File: src/rtl/dll_pkg.sv
`timescale 1ns / 1ps
// Shared types and constants for the doubly linked list manager.
// No dependencies; imported by every rtl module of the block.
package dll_pkg;

  localparam int NODES = 16;
  localparam int IW    = $clog2(NODES);
  localparam int LW    = $clog2(NODES + 1);
  localparam logic [LW-1:0] NIL = LW'(NODES);

  localparam logic [2:0] OP_PUSH_FRONT = 3'd0;
  localparam logic [2:0] OP_PUSH_BACK  = 3'd1;
  localparam logic [2:0] OP_POP_FRONT  = 3'd2;
  localparam logic [2:0] OP_POP_BACK   = 3'd3;
  localparam logic [2:0] OP_ERASE      = 3'd4;
  localparam logic [2:0] OP_CLEAR      = 3'd5;
  localparam logic [2:0] OP_FIND       = 3'd6;

  localparam logic [1:0] ST_DONE      = 2'd0;
  localparam logic [1:0] ST_EMPTY     = 2'd1;
  localparam logic [1:0] ST_NOT_FOUND = 2'd2;
  localparam logic [1:0] ST_FULL      = 2'd3;

  typedef struct packed {
    logic [2:0]         operation;
    logic signed [31:0] item_value;
  } in_item_t;

  typedef struct packed {
    logic [1:0]         status;
    logic               found;
    logic [LW-1:0]      slot;
    logic [LW-1:0]      entries;
    logic               is_empty;
    logic signed [31:0] front_value;
    logic signed [31:0] back_value;
  } out_item_t;

  typedef struct packed {
    logic signed [31:0] value;
    logic [LW-1:0]      prev;
    logic [LW-1:0]      next;
  } node_t;

  typedef struct packed {
    logic               we_value;
    logic               we_prev;
    logic               we_next;
    logic [IW-1:0]      waddr;
    logic signed [31:0] wvalue;
    logic [LW-1:0]      wprev;
    logic [LW-1:0]      wnext;
    logic               ra_en;
    logic [IW-1:0]      ra_addr;
    logic               rb_en;
    logic [IW-1:0]      rb_addr;
  } mem_req_t;

endpackage

File: src/rtl/doubly_linked_list_manager.sv
`timescale 1ns / 1ps
// Doubly linked list manager top level: sequencer, node pool, output register.
// Push: DECODE, LINK, FETCH, RESULT; pop: POP_RD, UNLINK_A/B; clear: no LINK.
// Find, erase walk k nodes (1..16, one node memory read per cycle through the walk loop).
// One transaction in flight; next input taken the cycle after its result enters out reg.
// rst_n (sync, active low) empties the list; node storage is not cleared.
module doubly_linked_list_manager
  import dll_pkg::*;
(
  input  logic      clk,
  input  logic      rst_n,
  input  logic      in_valid,
  output logic      in_ready,
  input  in_item_t  in_data,
  output logic      out_valid,
  input  logic      out_ready,
  output out_item_t out_data
);

  mem_req_t  mem_req;
  node_t     rd_a, rd_b;
  logic      res_valid, res_ready;
  out_item_t res;
  logic      out_valid_r;
  out_item_t out_data_r;

  dll_ctrl u_ctrl (
    .clk       (clk),
    .rst_n     (rst_n),
    .in_valid  (in_valid),
    .in_ready  (in_ready),
    .in_data   (in_data),
    .mem_req   (mem_req),
    .rd_a      (rd_a),
    .rd_b      (rd_b),
    .res_valid (res_valid),
    .res_ready (res_ready),
    .res       (res)
  );

  dll_mem u_mem (
    .clk  (clk),
    .req  (mem_req),
    .rd_a (rd_a),
    .rd_b (rd_b)
  );

  assign res_ready = !out_valid_r || out_ready;

  always_ff @(posedge clk) begin
    if (!rst_n) begin
      out_valid_r <= 1'b0;
    end else if (res_ready) begin
      out_valid_r <= res_valid;
    end
  end

  always_ff @(posedge clk) begin
    if (res_ready && res_valid) begin
      out_data_r <= res;
    end
  end

  assign out_valid = out_valid_r;
  assign out_data  = out_data_r;

endmodule

File: src/rtl/dll_mem.sv
`timescale 1ns / 1ps
// Node pool storage: value, previous and next link arrays.
// One write port with per-field enables, two registered read ports. Uses dll_pkg.
module dll_mem
  import dll_pkg::*;
(
  input  logic     clk,
  input  mem_req_t req,
  output node_t    rd_a,
  output node_t    rd_b
);

  logic signed [31:0] value_mem [NODES];
  logic [LW-1:0]      prev_mem  [NODES];
  logic [LW-1:0]      next_mem  [NODES];

  always_ff @(posedge clk) begin
    if (req.we_value) begin
      value_mem[req.waddr] <= req.wvalue;
    end
    if (req.we_prev) begin
      prev_mem[req.waddr] <= req.wprev;
    end
    if (req.we_next) begin
      next_mem[req.waddr] <= req.wnext;
    end
  end

  always_ff @(posedge clk) begin
    if (req.ra_en) begin
      rd_a <= '{value: value_mem[req.ra_addr], prev: prev_mem[req.ra_addr],
                next: next_mem[req.ra_addr]};
    end
    if (req.rb_en) begin
      rd_b <= '{value: value_mem[req.rb_addr], prev: prev_mem[req.rb_addr],
                next: next_mem[req.rb_addr]};
    end
  end

endmodule

File: src/rtl/dll_ctrl.sv
`timescale 1ns / 1ps
// Sequencer for list operations: push, pop, clear, walk with shared compare, unlink.
// Drives dll_mem through a mem_req_t bundle. Uses dll_pkg.
module dll_ctrl
  import dll_pkg::*;
(
  input  logic      clk,
  input  logic      rst_n,
  input  logic      in_valid,
  output logic      in_ready,
  input  in_item_t  in_data,
  output mem_req_t  mem_req,
  input  node_t     rd_a,
  input  node_t     rd_b,
  output logic      res_valid,
  input  logic      res_ready,
  output out_item_t res
);

  typedef enum logic [8:0] {
    S_IDLE     = 9'b000000001,
    S_DECODE   = 9'b000000010,
    S_LINK     = 9'b000000100,
    S_POP_RD   = 9'b000001000,
    S_WALK     = 9'b000010000,
    S_UNLINK_A = 9'b000100000,
    S_UNLINK_B = 9'b001000000,
    S_FETCH    = 9'b010000000,
    S_RESULT   = 9'b100000000
  } state_t;

  state_t             state_r, state_nxt;
  logic [2:0]         op_r, op_nxt;
  logic signed [31:0] val_r, val_nxt;
  logic [NODES-1:0]   free_r, free_nxt;
  logic [LW-1:0]      head_r, head_nxt;
  logic [LW-1:0]      tail_r, tail_nxt;
  logic [LW-1:0]      count_r, count_nxt;
  logic [LW-1:0]      cur_r, cur_nxt;
  logic [LW-1:0]      steps_r, steps_nxt;
  logic [LW-1:0]      slot_r, slot_nxt;
  logic [LW-1:0]      prev_r, prev_nxt;
  logic [LW-1:0]      next_r, next_nxt;
  logic [IW-1:0]      link_r, link_nxt;
  logic [1:0]         status_r, status_nxt;
  logic               found_r, found_nxt;

  logic [IW-1:0]      low_free;
  logic               any_free;
  logic               head_ok, tail_ok;
  logic [LW-1:0]      pop_slot;

  always_comb begin
    low_free = '0;
    for (int i = NODES - 1; i >= 0; i--) begin
      if (free_r[i]) begin
        low_free = IW'(i);
      end
    end
  end

  assign any_free = |free_r;
  assign head_ok  = head_r < NIL;
  assign tail_ok  = tail_r < NIL;
  assign pop_slot = (op_r == OP_POP_FRONT) ? head_r : tail_r;
  assign in_ready = (state_r == S_IDLE);

  always_comb begin
    state_nxt  = state_r;
    op_nxt     = op_r;
    val_nxt    = val_r;
    free_nxt   = free_r;
    head_nxt   = head_r;
    tail_nxt   = tail_r;
    count_nxt  = count_r;
    cur_nxt    = cur_r;
    steps_nxt  = steps_r;
    slot_nxt   = slot_r;
    prev_nxt   = prev_r;
    next_nxt   = next_r;
    link_nxt   = link_r;
    status_nxt = status_r;
    found_nxt  = found_r;
    mem_req    = '0;
    res_valid  = 1'b0;

    case (state_r)
      S_IDLE: begin
        if (in_valid) begin
          op_nxt     = in_data.operation;
          val_nxt    = in_data.item_value;
          status_nxt = ST_DONE;
          found_nxt  = 1'b0;
          steps_nxt  = '0;
          state_nxt  = S_DECODE;
        end
      end
      S_DECODE: begin
        state_nxt = S_FETCH;
        case (op_r)
          OP_PUSH_FRONT, OP_PUSH_BACK: begin
            if (!any_free) begin
              status_nxt = ST_FULL;
            end else begin
              mem_req.we_value = 1'b1;
              mem_req.we_prev  = 1'b1;
              mem_req.we_next  = 1'b1;
              mem_req.waddr    = low_free;
              mem_req.wvalue   = val_r;
              mem_req.wprev    = NIL;
              mem_req.wnext    = NIL;
              free_nxt[low_free] = 1'b0;
              count_nxt = count_r + 1'b1;
              slot_nxt  = LW'(low_free);
              if (!head_ok || !tail_ok) begin
                head_nxt = LW'(low_free);
                tail_nxt = LW'(low_free);
              end else if (op_r == OP_PUSH_FRONT) begin
                mem_req.wnext = head_r;
                link_nxt  = head_r[IW-1:0];
                head_nxt  = LW'(low_free);
                state_nxt = S_LINK;
              end else begin
                mem_req.wprev = tail_r;
                link_nxt  = tail_r[IW-1:0];
                tail_nxt  = LW'(low_free);
                state_nxt = S_LINK;
              end
            end
          end
          OP_POP_FRONT, OP_POP_BACK: begin
            if (!(pop_slot < NIL)) begin
              status_nxt = ST_EMPTY;
            end else begin
              mem_req.ra_en   = 1'b1;
              mem_req.ra_addr = pop_slot[IW-1:0];
              slot_nxt  = pop_slot;
              state_nxt = S_POP_RD;
            end
          end
          OP_ERASE, OP_FIND: begin
            if (!head_ok) begin
              status_nxt = ST_NOT_FOUND;
            end else begin
              mem_req.ra_en   = 1'b1;
              mem_req.ra_addr = head_r[IW-1:0];
              cur_nxt   = head_r;
              state_nxt = S_WALK;
            end
          end
          OP_CLEAR: begin
            free_nxt  = '1;
            head_nxt  = NIL;
            tail_nxt  = NIL;
            count_nxt = '0;
          end
          default: begin
          end
        endcase
      end
      S_LINK: begin
        mem_req.waddr = link_r;
        mem_req.wprev = slot_r;
        mem_req.wnext = slot_r;
        if (op_r == OP_PUSH_FRONT) begin
          mem_req.we_prev = 1'b1;
        end else begin
          mem_req.we_next = 1'b1;
        end
        state_nxt = S_FETCH;
      end
      S_POP_RD: begin
        prev_nxt  = rd_a.prev;
        next_nxt  = rd_a.next;
        state_nxt = S_UNLINK_A;
      end
      S_WALK: begin
        if (rd_a.value == val_r) begin
          found_nxt = 1'b1;
          slot_nxt  = cur_r;
          prev_nxt  = rd_a.prev;
          next_nxt  = rd_a.next;
          state_nxt = (op_r == OP_ERASE) ? S_UNLINK_A : S_FETCH;
        end else if (steps_r == LW'(NODES - 1) || !(rd_a.next < NIL)) begin
          status_nxt = ST_NOT_FOUND;
          state_nxt  = S_FETCH;
        end else begin
          mem_req.ra_en   = 1'b1;
          mem_req.ra_addr = rd_a.next[IW-1:0];
          cur_nxt   = rd_a.next;
          steps_nxt = steps_r + 1'b1;
        end
      end
      S_UNLINK_A: begin
        if (prev_r < NIL) begin
          mem_req.we_next = 1'b1;
          mem_req.waddr   = prev_r[IW-1:0];
          mem_req.wnext   = next_r;
        end else begin
          head_nxt = next_r;
        end
        if (!(next_r < NIL)) begin
          tail_nxt = prev_r;
        end
        free_nxt[slot_r[IW-1:0]] = 1'b1;
        if (count_r != '0) begin
          count_nxt = count_r - 1'b1;
        end
        state_nxt = (next_r < NIL) ? S_UNLINK_B : S_FETCH;
      end
      S_UNLINK_B: begin
        mem_req.we_prev = 1'b1;
        mem_req.waddr   = next_r[IW-1:0];
        mem_req.wprev   = prev_r;
        state_nxt       = S_FETCH;
      end
      S_FETCH: begin
        mem_req.ra_en   = 1'b1;
        mem_req.ra_addr = head_r[IW-1:0];
        mem_req.rb_en   = 1'b1;
        mem_req.rb_addr = tail_r[IW-1:0];
        state_nxt       = S_RESULT;
      end
      S_RESULT: begin
        res_valid = 1'b1;
        if (res_ready) begin
          state_nxt = S_IDLE;
        end
      end
      default: begin
        state_nxt = S_IDLE;
      end
    endcase
  end

  always_comb begin
    res.status      = status_r;
    res.found       = found_r;
    res.slot        = found_r ? slot_r : NIL;
    res.entries     = count_r;
    res.is_empty    = !head_ok;
    res.front_value = head_ok ? rd_a.value : 32'sd0;
    res.back_value  = tail_ok ? rd_b.value : 32'sd0;
  end

  always_ff @(posedge clk) begin
    if (!rst_n) begin
      state_r <= S_IDLE;
      free_r  <= '1;
      head_r  <= NIL;
      tail_r  <= NIL;
      count_r <= '0;
    end else begin
      state_r <= state_nxt;
      free_r  <= free_nxt;
      head_r  <= head_nxt;
      tail_r  <= tail_nxt;
      count_r <= count_nxt;
    end
  end

  always_ff @(posedge clk) begin
    op_r     <= op_nxt;
    val_r    <= val_nxt;
    cur_r    <= cur_nxt;
    steps_r  <= steps_nxt;
    slot_r   <= slot_nxt;
    prev_r   <= prev_nxt;
    next_r   <= next_nxt;
    link_r   <= link_nxt;
    status_r <= status_nxt;
    found_r  <= found_nxt;
  end

  a_count_bound: assert property (@(posedge clk) disable iff (!rst_n)
    count_r <= LW'(NODES))
    else $error("node count exceeds pool size");

  a_head_count: assert property (@(posedge clk) disable iff (!rst_n)
    (head_r == NIL) == (count_r == '0))
    else $error("head pointer and node count disagree");

  a_free_count: assert property (@(posedge clk) disable iff (!rst_n)
    $countones(~free_r) == int'(count_r))
    else $error("free map and node count disagree");

  a_res_empty: assert property (@(posedge clk) disable iff (!rst_n)
    res_valid |-> (res.is_empty == (res.entries == '0)))
    else $error("empty flag inconsistent with entries");

  a_res_notfound: assert property (@(posedge clk) disable iff (!rst_n)
    (res_valid && res.status == ST_NOT_FOUND) |-> (!res.found && res.slot == NIL))
    else $error("not-found transaction reports a match");

endmodule
File: config.mk
export PLATFORM = sky130hd
export DESIGN_NAME = doubly_linked_list_manager
export DESIGN_NICKNAME = d
export VERILOG_FILES = /design/src/rtl/dll_pkg.sv /design/src/rtl/doubly_linked_list_manager.sv /design/src/rtl/dll_mem.sv /design/src/rtl/dll_ctrl.sv
export SDC_FILE = /design/constraint.sdc
export NUM_CORES = 2
export LEC_CHECK = 0
export ABC_CLOCK_PERIOD_IN_PS = 6700
export BUFFER_PORTS_ARGS = -buffer_cell sky130_fd_sc_hd__buf_2
export CAP_MARGIN = 20
export CORE_MARGIN = 1
export CORE_UTILIZATION = 55
export DETAILED_ROUTE_END_ITERATION = 7
export HOLD_SLACK_MARGIN = 0.1
export PLACE_DENSITY = 0.74
export SYNTH_ARGS = -nofsm -noshare
export SYNTH_HDL_FRONTEND = slang
export SYNTH_SLANG_ARGS = --single-unit
File: constraint.sdc
create_clock -name clk -period 6.7 [get_ports clk]
set_clock_uncertainty 0.15 [all_clocks]
set_input_delay 1.675 -clock clk [delete_from_list [all_inputs] [get_ports clk]]
set_output_delay 1.675 -clock clk [all_outputs]
set_load 0.1 [all_outputs]
==> out/metrics.yaml <==
status: "finished, violations left"
violations: "DRC"
grt_pass1_wl_mm: 168.6
ys.flop_type: "edfxtp_1"
nFillCells: 5155
layout_min_cycle_time_ps: 5450
syn_avg_cell_area_sq_um: 15.92
yosysWarnings: 0
crit_type: "reg2reg"
finalInstanceArea_sq_um: 45980
num_rows: 99
drt_iter0_drc: 3641
min_path_type: "reg2reg"
hold_viol: 0
syn2layout_area_growth_pct: 11.85
ys_ff_latch: 932
clk_latency_ps: 680
worst_setup_path_start_kind: "flop"
finalMaxSlewViolations: 0
maxCapViolCount: 0
synth.top_cell.area_share_pct: 65.09
core_sq_um: 73450
postRouteAntennaNets: 0
cp_max_fo: 71
worst_pin_slew_ps: 1256
routed_wirelength_mm: 115.9
cts_max_path_buffers: 3
rsz0062_at_grt: "false"
die_w_microns: 275.4
place_area_sq_um: 43000
synth_enable_flop_cells: 891
cp.arrival_ps: 5690
final_nets: 2730
pin_count: 119
synth-seq-area-share_pct: 67.09
post-route-period-util_pct: 81.34
drc_errors: 1
hpwl_mm: 67.19
clk_pin_slew_ps: 60
worstSetupEndpointType: "flop"
drtPass1Iterations: 8
fp.dieH_microns: 275.4
routedWlPerCell_microns: 31.09
synthCells: 2582
vias: 25993
cp.required_ps: 6940
synthTopCellsByArea: "edfxtp_1 (65%), mux4_2 (9.2%), mux2_2 (3.2%), mux2i_1 (3.0%), dfxtp_1 (2.0%)"
ir_worst_vdd_mv: 0.1818
drive_above_1_share_pct: 25.31
power_density_nw_per_um2: 252.5
synth.distinct_cells: 70
setup_viol: 0
viasPerCell: 6.974
antenna_found_initial: 2
cts_sinks: 932
numCtsBuffers: 94
synth_nets: 2626
relSlewSlack_pct: 16.24
tns_ps: 0
grt_overflow: 0
grt_use_total_pct: 30.74
yosys.area.top_type: "edfxtp_1"
gp_congestion: 0.9009
ys_async_sr_fraction_pct: 0
post-cts-setup-buffers: 0
yosysMostFrequentCell: "edfxtp_1"
timing.fmax_mhz: 183.5
grt_pass1_vias: 25758
cts_hold_buf: 0
cts_tree: "yes"
port_buffers: 118
p_total_mw: 11.61
cts.htree.levels: 3
cts_root_buffer: "clkbuf_16"
hold-worst-slack_ps: 275.3
cts.repair.resized: 0
start_util_pct: 55.96
die-area_sq_um: 75830
p_leak_nw: 15.09
grt_max_degree: 72
netlist_area_sq_um: 41100
ys_top_cells_by_count: "edfxtp_1 (891), nand2_1 (174), mux4_2 (167), clkbuf_1 (134), mux2i_1 (125)"
==> path summary, 6_finish.rpt <==
| check | start | to | slack (ps) | cells past startpoint |
|---|---|---|---|---|
| worst max-delay path | u_ctrl.state_r[2] | u_mem.rd_a[40] | 1250 | 11 |
| worst min-delay path | u_ctrl.status_r[0] | out_data[76] | 280 | 0 |
| worst max register to register | u_ctrl.state_r[2] | u_mem.rd_a[40] | 1250 | 11 |
| worst min register to register | u_ctrl.status_r[0] | out_data[76] | 280 | 0 |
==> worst max-delay path: stages (launching register included) <==
cell,delay [ps]
dfxtp_1,350
or3_1,450
nor2_1,280
nand2_1,420
inv_2,190
nand2_1,170
a21oi_1,310
a21bo_4,830
buf_4,980
mux4_2,430
a222oi_1,460
o21ai_1,120
==> cells in the final DEF (no fill, tap or decap), drive strengths merged, types with 17 or more instances in the layout <==
cell type / netlist / routed
nor4: 17 / 17
xnor2: 33 / 33
nor2b: 75 / 75
a222oi: 41 / 41
nor2: 88 / 88
a211oi: 54 / 54
mux2i: 125 / 125
mux2: 117 / 117
dfxtp: 41 / 41
a221o: 52 / 52
nand3: 48 / 48
a21oi: 48 / 48
edfxtp: 891 / 891
a31o: 42 / 42
mux4: 167 / 167
clkinv: 0 / 45
o21ai: 107 / 107
nand2: 174 / 174
buf: 45 / 187
nor3: 38 / 38
and3: 77 / 77
inv: 19 / 21
clkbuf: 134 / 115
==> final cells by class <==
class	instances	area, sq um	share of cell area [%]
Tap cell	959	1200	2.610
Clock buffer	115	2431	5.288
Sequential cell	932	27590	60.00
Clock inverter	61	515.5	1.121
Timing Repair Buffer	187	1209	2.629
Multi-Input combinational cell	1452	12960	28.18
Inverter	19	72.57	0.1578
Antenna cell	2	5.005	0.01089
==> power breakdown <==
group	internal [mW]	leakage, nW	total [mW]	switching, mW
Combinational	0.0580	5.41	0.187	0.129
Clock	2.83	1.42	5.05	2.22
Sequential	6.34	8.26	6.37	0.0338
==> state kept, by name (all words and copies together), names as in the netlist, 9 cells and up <==
| name | flops |
|---|---|
| u_mem.rd_a | 42 |
| out_data | 78 |
| u_ctrl.val_r | 32 |
| u_ctrl.free_r | 16 |
| u_mem.prev_mem | 80 |
| u_mem.next_mem | 80 |
| u_mem.value_mem | 512 |
| u_mem.rd_b | 32 |
| u_ctrl.state_r | 9 |
==> per-layer routing <==
layer,vias to the layer above,GRT usage (%),part of all wire (%)
li1,10669,-,-
met1,13131,41.68,37
met2,1880,47.63,47
met3,311,7.708,12
met4,2,13.19,4.0
met5,-,0,0.011
==> cell families after synthesis <==
kind of cell | count (synthesis) | synth area share, %
AO/OA/AOI/OAI | 419 | 7.488
XOR/XNOR | 34 | 0.7245
adder cells (fa/ha/maj) | 5 | 0.1522
buffers and inverters | 198 | 1.954
flip-flops | 932 | 67.09
multiplexers | 409 | 15.40
AND/OR/NAND/NOR | 585 | 7.193
==> per-stage QoR <==
stage / utilization [%] / worst slack [ps] / std cells
after floorplan: - / 704.5 / 2582
after global placement: 58.49 / 1484 / 3546
after detailed placement: 58.55 / 1355 / 3548
after CTS: 62.56 / 1323 / 3724
after global routing: 62.58 / 874.5 / 3725
final: 62.59 / 1250 / 3727
Note: power is estimated with default switching activity, not from simulation.
